<file path="config.mk">
export PLATFORM = sky130hd
export DESIGN_NAME = zigzag_reorder_buffer
export DESIGN_NICKNAME = d
export VERILOG_FILES = /design/src/design/zzr_pkg.sv /design/src/design/zzr_ctrl.sv /design/src/design/zzr_datapath.sv /design/src/design/zigzag_reorder_buffer.sv
export SDC_FILE = /design/constraint.sdc
export NUM_CORES = 2
export LEC_CHECK = 0
export BUFFER_PORTS_ARGS = -buffer_cell sky130_fd_sc_hd__buf_2
export CORE_MARGIN = 10
export CORE_UTILIZATION = 35
export CTS_BUF_LIST = sky130_fd_sc_hd__clkbuf_8
export DETAILED_ROUTE_END_ITERATION = 6
export PLACE_DENSITY_LB_ADDON = 0.08
export SLEW_MARGIN = 10
export SYNTH_ARGS = -nofsm -noshare
export SYNTH_HDL_FRONTEND = slang
export SYNTH_SLANG_ARGS = --single-unit
</file>
<file path="constraint.sdc">
create_clock -name clock -period 10.6 [get_ports clock]
set_input_delay 1.59 -clock clock [delete_from_list [all_inputs] [get_ports clock]]
set_output_delay 1.59 -clock clock [all_outputs]
set_load 0.005 [all_outputs]
</file>
<file path="src/design/zzr_pkg.sv">
// zzr_pkg: shared widths, register indexes, command and status types and
// the small zigzag helper functions of the zigzag reorder buffer
// no dependencies
package zzr_pkg;

   localparam int WORD_W          = 32;
   localparam int DIM_W           = 4;
   localparam int PROD_W          = 2 * DIM_W;
   localparam int CSR_IDX_W       = 2;
   localparam int CSR_DATA_W      = 4;
   localparam int DEF_MAX_ROWS    = 8;
   localparam int DEF_MAX_COLUMNS = 8;

   // configuration register indexes
   localparam logic [CSR_IDX_W-1:0] CSR_ROW_COUNT    = 2'd0;
   localparam logic [CSR_IDX_W-1:0] CSR_COLUMN_COUNT = 2'd1;
   localparam logic [CSR_IDX_W-1:0] CSR_INVERSE_MODE = 2'd2;

   // controller to datapath
   typedef struct packed {
      logic load;   // store one input word
      logic read;   // read one element into the output register and step the walk
   } cmd_type;

   // datapath to controller
   typedef struct packed {
      logic load_done;   // the word being loaded completes the matrix
      logic emit_last;   // the walk sits on the final element
   } status_type;

   // zero is taken as one, anything above the limit as the limit
   function automatic logic [DIM_W-1:0] clamp_dim(input logic [DIM_W-1:0] v,
                                                  input logic [DIM_W-1:0] lim);
      logic [DIM_W-1:0] res;
      if (v == '0) begin
         res = DIM_W'(1);
      end else if (v > lim) begin
         res = lim;
      end else begin
         res = v;
      end
      return res;
   endfunction

   // lowest row on anti-diagonal d
   function automatic logic [DIM_W-1:0] diag_lo(input logic [DIM_W-1:0] d,
                                                input logic [DIM_W-1:0] cols);
      logic [DIM_W:0] dp1;
      logic [DIM_W:0] res;
      dp1 = {1'b0, d} + (DIM_W+1)'(1);
      res = (dp1 > {1'b0, cols}) ? dp1 - {1'b0, cols} : '0;
      return res[DIM_W-1:0];
   endfunction

   // highest row on anti-diagonal d
   function automatic logic [DIM_W-1:0] diag_hi(input logic [DIM_W-1:0] d,
                                                input logic [DIM_W-1:0] rows);
      logic [DIM_W-1:0] rm1;
      rm1 = rows - DIM_W'(1);
      return (d < rm1) ? d : rm1;
   endfunction

   // triangular number x(x+1)/2
   function automatic logic [PROD_W-1:0] tri_num(input logic [DIM_W-1:0] x);
      logic [PROD_W-1:0] prod;
      prod = PROD_W'(x) * (PROD_W'(x) + PROD_W'(1));
      return prod >> 1;
   endfunction

endpackage

</file>
<file path="src/design/zzr_ctrl.sv">
// zzr_ctrl: load / emit state machine of the zigzag reorder buffer
// drives the datapath commands and the stream handshakes; uses zzr_pkg
module zzr_ctrl
   import zzr_pkg::*;
(
   input  logic       clock,
   input  logic       reset,
   input  logic       req_tvalid,
   output logic       req_tready,
   output logic       rsp_tvalid,
   input  logic       rsp_tready,
   output cmd_type    cmd,
   input  status_type status
);

   typedef enum logic [1:0] {
      ST_LOAD = 2'b01,
      ST_EMIT = 2'b10
   } state_type;

   state_type state_ff, state_in;
   logic      out_valid_ff, out_valid_in;

   assign req_tready = (state_ff == ST_LOAD);
   assign rsp_tvalid = out_valid_ff;

   always_comb begin
      cmd.load     = req_tvalid && (state_ff == ST_LOAD);
      // the output register refills whenever it is empty or being drained
      cmd.read     = (state_ff == ST_EMIT) && (!out_valid_ff || rsp_tready);
      state_in     = state_ff;
      out_valid_in = out_valid_ff;
      if (cmd.read) begin
         out_valid_in = 1'b1;
      end else if (rsp_tready) begin
         out_valid_in = 1'b0;
      end
      unique case (state_ff)
         ST_LOAD: begin
            if (cmd.load && status.load_done) begin
               state_in = ST_EMIT;
            end
         end
         ST_EMIT: begin
            if (cmd.read && status.emit_last) begin
               state_in = ST_LOAD;
            end
         end
         default: state_in = ST_LOAD;
      endcase
   end

   always_ff @(posedge clock) begin
      if (reset) begin
         state_ff     <= ST_LOAD;
         out_valid_ff <= 1'b0;
      end else begin
         state_ff     <= state_in;
         out_valid_ff <= out_valid_in;
      end
   end

   a_last_returns: assert property (@(posedge clock) disable iff (reset)
      cmd.read && status.emit_last |=> state_ff == ST_LOAD)
      else $error("walk did not return to loading after the final element");

   a_full_emits: assert property (@(posedge clock) disable iff (reset)
      cmd.load && status.load_done |=> state_ff == ST_EMIT)
      else $error("complete matrix did not start emission");

   a_read_shows: assert property (@(posedge clock) disable iff (reset)
      cmd.read |=> rsp_tvalid)
      else $error("element read but not presented");

   a_no_load_emit: assert property (@(posedge clock) disable iff (reset)
      state_ff == ST_EMIT |-> !cmd.load && !req_tready)
      else $error("input taken during emission");

endmodule

</file>
<file path="src/design/zzr_datapath.sv">
// zzr_datapath: element store, load counter, zigzag / raster walk,
// address generation and output register; uses zzr_pkg
module zzr_datapath
   import zzr_pkg::*;
#(
   parameter int MAX_ROWS    = DEF_MAX_ROWS,
   parameter int MAX_COLUMNS = DEF_MAX_COLUMNS
) (
   input  logic                  clock,
   input  logic                  reset,
   input  cmd_type               cmd,
   output status_type            status,
   input  logic [WORD_W-1:0]     req_tdata,
   input  logic                  csr_valid,
   input  logic [CSR_IDX_W-1:0]  csr_index,
   input  logic [CSR_DATA_W-1:0] csr_data,
   output logic [WORD_W-1:0]     rsp_tdata,
   output logic                  rsp_tlast
);

   localparam int DEPTH  = MAX_ROWS * MAX_COLUMNS;
   localparam int ADDR_W = (DEPTH > 1) ? $clog2(DEPTH) : 1;
   localparam int CNT_W  = $clog2(DEPTH + 1);

   logic [WORD_W-1:0] store_mem [DEPTH];
   logic [WORD_W-1:0] out_word_ff;
   logic              out_last_ff;

   logic [DIM_W-1:0]  row_count_ff, row_count_in;
   logic [DIM_W-1:0]  column_count_ff, column_count_in;
   logic              inverse_ff, inverse_in;
   logic [CNT_W-1:0]  load_cnt_ff, load_cnt_in;
   logic [CNT_W-1:0]  out_idx_ff, out_idx_in;
   logic [DIM_W-1:0]  row_ff, row_in;
   logic [DIM_W-1:0]  col_ff, col_in;

   logic [DIM_W-1:0]  rows, cols;
   logic [PROD_W-1:0] total;
   logic [DIM_W-1:0]  diag, diag_nx, lo, hi, lo_nx, hi_nx, pos, row_nx;
   logic              at_end;
   logic [PROD_W-1:0] base, rank, raster, src;
   logic [ADDR_W-1:0] rd_addr;

   assign rows  = clamp_dim(row_count_ff, DIM_W'(MAX_ROWS));
   assign cols  = clamp_dim(column_count_ff, DIM_W'(MAX_COLUMNS));
   assign total = PROD_W'(rows) * PROD_W'(cols);

   assign status.load_done = (PROD_W'(load_cnt_ff) + PROD_W'(1)) >= total;
   assign status.emit_last = (PROD_W'(out_idx_ff) == total - PROD_W'(1));

   // anti-diagonal geometry of the current position
   always_comb begin
      diag    = row_ff + col_ff;
      diag_nx = diag + DIM_W'(1);
      lo      = diag_lo(diag, cols);
      hi      = diag_hi(diag, rows);
      lo_nx   = diag_lo(diag_nx, cols);
      hi_nx   = diag_hi(diag_nx, rows);
      // even diagonals climb, odd ones descend
      at_end  = diag[0] ? (row_ff == hi) : (row_ff == lo);
      pos     = diag[0] ? (row_ff - lo) : (hi - row_ff);
      row_nx  = diag_nx[0] ? lo_nx : hi_nx;
   end

   // zigzag rank of (row, col): cells on earlier diagonals plus place on this one
   always_comb begin
      base = tri_num(diag);
      if (diag >= cols) begin
         base = base - tri_num(diag - cols);
      end
      if (diag >= rows) begin
         base = base - tri_num(diag - rows);
      end
      rank    = base + PROD_W'(pos);
      raster  = PROD_W'(row_ff) * PROD_W'(cols) + PROD_W'(col_ff);
      src     = inverse_ff ? rank : raster;
      rd_addr = src[ADDR_W-1:0];
   end

   // walk step, load counter and register writes
   always_comb begin
      row_in          = row_ff;
      col_in          = col_ff;
      out_idx_in      = out_idx_ff;
      load_cnt_in     = load_cnt_ff;
      row_count_in    = row_count_ff;
      column_count_in = column_count_ff;
      inverse_in      = inverse_ff;
      if (cmd.load) begin
         if (status.load_done) begin
            load_cnt_in = '0;
            row_in      = '0;
            col_in      = '0;
            out_idx_in  = '0;
         end else begin
            load_cnt_in = load_cnt_ff + CNT_W'(1);
         end
      end else if (cmd.read) begin
         out_idx_in = out_idx_ff + CNT_W'(1);
         if (inverse_ff) begin
            // raster walk
            if (col_ff == cols - DIM_W'(1)) begin
               col_in = '0;
               row_in = row_ff + DIM_W'(1);
            end else begin
               col_in = col_ff + DIM_W'(1);
            end
         end else if (at_end) begin
            row_in = row_nx;
            col_in = diag_nx - row_nx;
         end else if (diag[0]) begin
            row_in = row_ff + DIM_W'(1);
            col_in = col_ff - DIM_W'(1);
         end else begin
            row_in = row_ff - DIM_W'(1);
            col_in = col_ff + DIM_W'(1);
         end
      end
      if (csr_valid) begin
         unique case (csr_index)
            CSR_ROW_COUNT:    row_count_in    = csr_data;
            CSR_COLUMN_COUNT: column_count_in = csr_data;
            CSR_INVERSE_MODE: inverse_in      = csr_data[0];
            default: ;
         endcase
      end
   end

   always_ff @(posedge clock) begin
      if (reset) begin
         row_count_ff    <= DIM_W'(8);
         column_count_ff <= DIM_W'(8);
         inverse_ff      <= 1'b0;
         load_cnt_ff     <= '0;
         out_idx_ff      <= '0;
         row_ff          <= '0;
         col_ff          <= '0;
      end else begin
         row_count_ff    <= row_count_in;
         column_count_ff <= column_count_in;
         inverse_ff      <= inverse_in;
         load_cnt_ff     <= load_cnt_in;
         out_idx_ff      <= out_idx_in;
         row_ff          <= row_in;
         col_ff          <= col_in;
      end
   end

   // single store, written at load and read at emission
   always_ff @(posedge clock) begin
      if (cmd.load) begin
         store_mem[load_cnt_ff[ADDR_W-1:0]] <= req_tdata;
      end
      if (cmd.read) begin
         out_word_ff <= store_mem[rd_addr];
         out_last_ff <= status.emit_last;
      end
   end

   assign rsp_tdata = out_word_ff;
   assign rsp_tlast = out_last_ff;

   a_cnt_in_store: assert property (@(posedge clock) disable iff (reset)
      PROD_W'(load_cnt_ff) < PROD_W'(DEPTH))
      else $error("load counter beyond the store");

endmodule

</file>
<file path="src/design/zigzag_reorder_buffer.sv">
// zigzag_reorder_buffer: top level of the raster / zigzag matrix reorder block
// instantiates zzr_ctrl and zzr_datapath; uses zzr_pkg
//
// the block collects one matrix of rows x columns 32-bit words and sends it
// out reordered: raster in and zigzag out when inverse_mode is 0, zigzag in
// and raster out when it is 1. each input transaction stores one word; the
// transaction that completes the matrix starts emission, which delivers one
// word per cycle while the sink keeps rsp_tready high, the final word flagged
// on rsp_tlast. the single element store is written once and read once per
// word. no input is taken during emission, but loading of the next matrix
// starts while the final word still waits in the output register. dimensions
// of 0 count as 1 and values above the maxima saturate; configuration writes
// are always accepted and belong between transactions, not during emission
module zigzag_reorder_buffer
   import zzr_pkg::*;
#(
   parameter int MAX_ROWS    = DEF_MAX_ROWS,
   parameter int MAX_COLUMNS = DEF_MAX_COLUMNS
) (
   input  logic                  clock,
   input  logic                  reset,
   // input stream
   input  logic                  req_tvalid,
   output logic                  req_tready,
   input  logic [WORD_W-1:0]     req_tdata,    // [31:0] data_word
   // result stream
   output logic                  rsp_tvalid,
   input  logic                  rsp_tready,
   output logic [WORD_W-1:0]     rsp_tdata,    // [31:0] out_word
   output logic                  rsp_tlast,    // last_of_matrix
   // configuration writes
   input  logic                  csr_valid,
   output logic                  csr_ready,
   input  logic [CSR_IDX_W-1:0]  csr_index,    // 0 row_count, 1 column_count, 2 inverse_mode
   input  logic [CSR_DATA_W-1:0] csr_data      // register value, lowest bits used
);

   cmd_type    cmd;
   status_type status;

   // registers take a write in any cycle
   assign csr_ready = 1'b1;

   zzr_ctrl u_ctrl (
      .clock      (clock),
      .reset      (reset),
      .req_tvalid (req_tvalid),
      .req_tready (req_tready),
      .rsp_tvalid (rsp_tvalid),
      .rsp_tready (rsp_tready),
      .cmd        (cmd),
      .status     (status)
   );

   zzr_datapath #(
      .MAX_ROWS    (MAX_ROWS),
      .MAX_COLUMNS (MAX_COLUMNS)
   ) u_datapath (
      .clock     (clock),
      .reset     (reset),
      .cmd       (cmd),
      .status    (status),
      .req_tdata (req_tdata),
      .csr_valid (csr_valid),
      .csr_index (csr_index),
      .csr_data  (csr_data),
      .rsp_tdata (rsp_tdata),
      .rsp_tlast (rsp_tlast)
   );

endmodule

</file>
==> flow_summary.toml <==
[run_status]
status = "finished clean"

[placement]
detailed_place_hpwl_um = 135000
placedCellCount = 7682
gp_congestion = 0.776
place.port_buffers = 77

[die]
start_util = 0.352
core_um2 = 246000
die-area_um2 = 268000
die_height_um = 518
chipWidth_um = 518
row_count = 182
pin_count = 79

[power_and_ir_drop]
pwr-share-clk = 0.407
switching_share = 0.222
combPwrFrac = 0.030
powerDensity_nw_per_um2 = 166
p_switching_uw = 3630
intPower_uw = 12800
worst_ir_drop_vdd_mv = 0.116
p_leak_uw = 0.0325
seq_power_share = 0.563

[worst_setup_path]
worstReg2RegStart = "u_datapath.row_ff[0]"
critPathRequiredTime_ps = 11360
cp-startpoint = "u_datapath.row_ff[0]"
worstPathArrival_ps = 10260
cp-start-kind = "register"
worstSetupPathType = "register to register"
crit_top_cell = "ha_1"
cp_slowest_cell = "fa_1"
r2r_slack_ps = 1110
worst_r2r_endpoint = "u_datapath.rsp_tdata[21]"
cp_max_fo = 37
endpoint_kind = "register"
critPathTopFamily = "adder cells"
cp_slowest_stage_delay_ps = 760
endpoint = "u_datapath.rsp_tdata[21]"
crit_buf_inv = 7
cp_num_cells = 35
reg2reg_depth = 35

[detailed_routing]
firstDrtPassIters = 5
detailroute.via_count = 42645
wirelength_um = 231000
drtIter0Drc = 3308
drcViolationCount = 0
antenna_left = 0
via_per_inst = 5.12
wl_per_cell_um = 27.8

[clock_network]
postCtsResizedCells = 0
cts_tree = "done"
cts_sinks = 2115
clkLatencyLatePin_ps = 1040
post_cts_buffers = 0
cts-root-buf = "clkbuf_8"
postCtsHoldBufs = 0
cts-buffers-inserted = 377
cts_htree_levels = 5
clockBufferDepth = 4
clk_pin_slew_ps = 50

[min_path]
holdPathStages = 2
hold_path.class = "register to register"

[synth]
async_reset_ff_frac = 0
synth.cell_area_um2 = 86700
ys_ff_latch = 2115
yosysWarnings = 0
synth.distinct_cells = 68
synth_ff_type = "edfxtp_1"
avgSynthCellArea_um2 = 20.0
synth_edf_count = 2081
yosysSeqAreaShare = 0.728
synth_cells = 4336

[cells_and_area]
final_nets = 4959
fillCellCount = 22102
most-common-layout-cells = "2081 x edfxtp_1, 512 x mux4_2, 384 x clkbuf_8"
mostFrequentLayoutCell = "edfxtp_1"
multi_input_area_um2 = 22700
drive_above_1_share = 0.251
areaGrowthSynthToFinish_pct = 14.0
regArea_um2 = 63200
instances_no_fill = 8330

[global_routing]
grt_max_degree = 109
grt_usage = 0.169
grt_pass1_vias = 45113
antenna_found_initial = 18
grt_first_pass_wirelength_um = 334000
overflow = 0

[sta]
relSlewSlack = 0.217
rsz0062_at_grt = "false"
finClkSkew_ps = 84.8
min_period_over_period = 0.896
fin_crit_ps = 9490
setup-tns-final_ps = 0
worst_pin_slew_ps = 1180
finalMaxSlewViolations = 0
fmax_ghz = 0.105
finalHoldViolCount = 0
setup_viol = 0

[run]
maxCapViolCount = 0
==> logic make-up (layout without fill, tap and decap cells) <==
| family | after synthesis | in the layout | synth area share |
|---|---|---|---|
| muxes | 764 | 764 | 0.162 |
| xor gates and xnor gates | 91 | 91 | 0.00960 |
| AOI/OAI and AO/OA | 402 | 402 | 0.0291 |
| other | 1 | 11 | 0.0000432 |
| buffers and inverters | 324 | 996 | 0.0160 |
| DFF | 2115 | 2115 | 0.728 |
| adders and majority gates | 168 | 168 | 0.0276 |
| and+or+nand+nor | 471 | 471 | 0.0271 |
==> power by group through the flow <==
stage,Combinational [uW],Clock (uW),Sequential [uW]
after floorplan,222,0,9400
after global placement,499,0,9400
after detailed placement,503,0,9400
after CTS,504,6910,9220
after global routing,545,7280,9220
final,493,6670,9220
==> metal layers <==
layer	GRT usage	wire length (um)
met1	0.235	105000
met2	0.274	111000
met3	0.0280	9640
met4	0.0454	5840
met5	0	8
==> worst register-to-register path, delay by kind of cell (launching register included) <==
| family | cells | cell delay, ps |
|---|---|---|
| adder cells (fa/ha/maj) | 11 | 4320 |
| AO/OA/AOI/OAI | 8 | 1810 |
| buffers and inverters | 7 | 1030 |
| XOR/XNOR | 3 | 840 |
| flip-flops | 1 | 480 |
| multiplexers | 2 | 460 |
| AND/OR/NAND/NOR | 4 | 380 |
==> cell usage after synthesis, types with 7 or more instances <==
library cell	count	area [um2]
nor2_1	168	631
inv_1	102	383
nor3_1	13	65.1
a21o_1	23	173
edfxtp_1	2081	62500
fa_1	39	781
and2_1	12	75.1
xor2_1	25	219
a21oi_1	184	921
nor2b_1	150	938
buf_1	79	297
nand2_1	58	218
dfxtp_1	34	681
nand2b_1	12	75.1
mux2i_1	249	2490
xnor2_1	63	552
buf_12	7	140
ha_1	127	1590
clkbuf_1	114	428
nand3_1	27	135
a211oi_1	129	968
mux4_2	512	11500
o21ai_0	27	135
==> layout make-up <==
class                   instances  share of cell area
diodes                          8            0.000203
well taps                    3312              0.0419
clock buffers                 384              0.0535
clock inverters               255              0.0111
flip-flops and latches       2115               0.639
repair buffers                247              0.0201
multi-input cells            1899               0.230
inverters                     110             0.00418
==> flip-flops by register name, indices dropped and copies added (netlist names) <==
register                    count
u_datapath.inverse_ff           1
u_datapath.rsp_tlast            1
u_datapath.column_count_ff      4
u_datapath.out_idx_ff           7
u_ctrl.state_ff                 2
u_datapath.col_ff               4
u_datapath.rsp_tdata           32
u_datapath.row_ff               4
u_datapath.load_cnt_ff          7
u_ctrl.rsp_tvalid               1
u_datapath.row_count_ff         4
u_datapath.store_mem         2048
==> through the flow <==
| step | power [uW] | hold WS (ps) | util | worst slack (ps) | instance area [um2] |
|---|---|---|---|---|---|
| finish | 16400 | 496 | 0.401 | 1110 | 98800 |
| global route | 17000 | 535 | 0.401 | 565 | 98800 |
| CTS | 16600 | 493 | 0.401 | 1060 | 98800 |
| detailed placement | 9900 | 480 | 0.375 | 1020 | 92400 |
| global placement | 9900 | 470 | 0.375 | 1310 | 92400 |
| floorplan | 9620 | 458 | - | 2320 | 86700 |
==> worst min path at each step <==
stage	start	end	slack (ps)
floorplan	u_ctrl.state_ff[1]	u_ctrl.rsp_tvalid	460
finish	u_ctrl.state_ff[1]	u_ctrl.rsp_tvalid	500
CTS	u_ctrl.state_ff[1]	u_ctrl.rsp_tvalid	490
global route	u_datapath.column_count_ff[0]	u_datapath.column_count_ff[0]	530
detailed placement	u_ctrl.state_ff[1]	u_ctrl.rsp_tvalid	480
global placement	u_ctrl.state_ff[1]	u_ctrl.rsp_tvalid	470
Note: power is estimated with default switching activity, not from simulation.
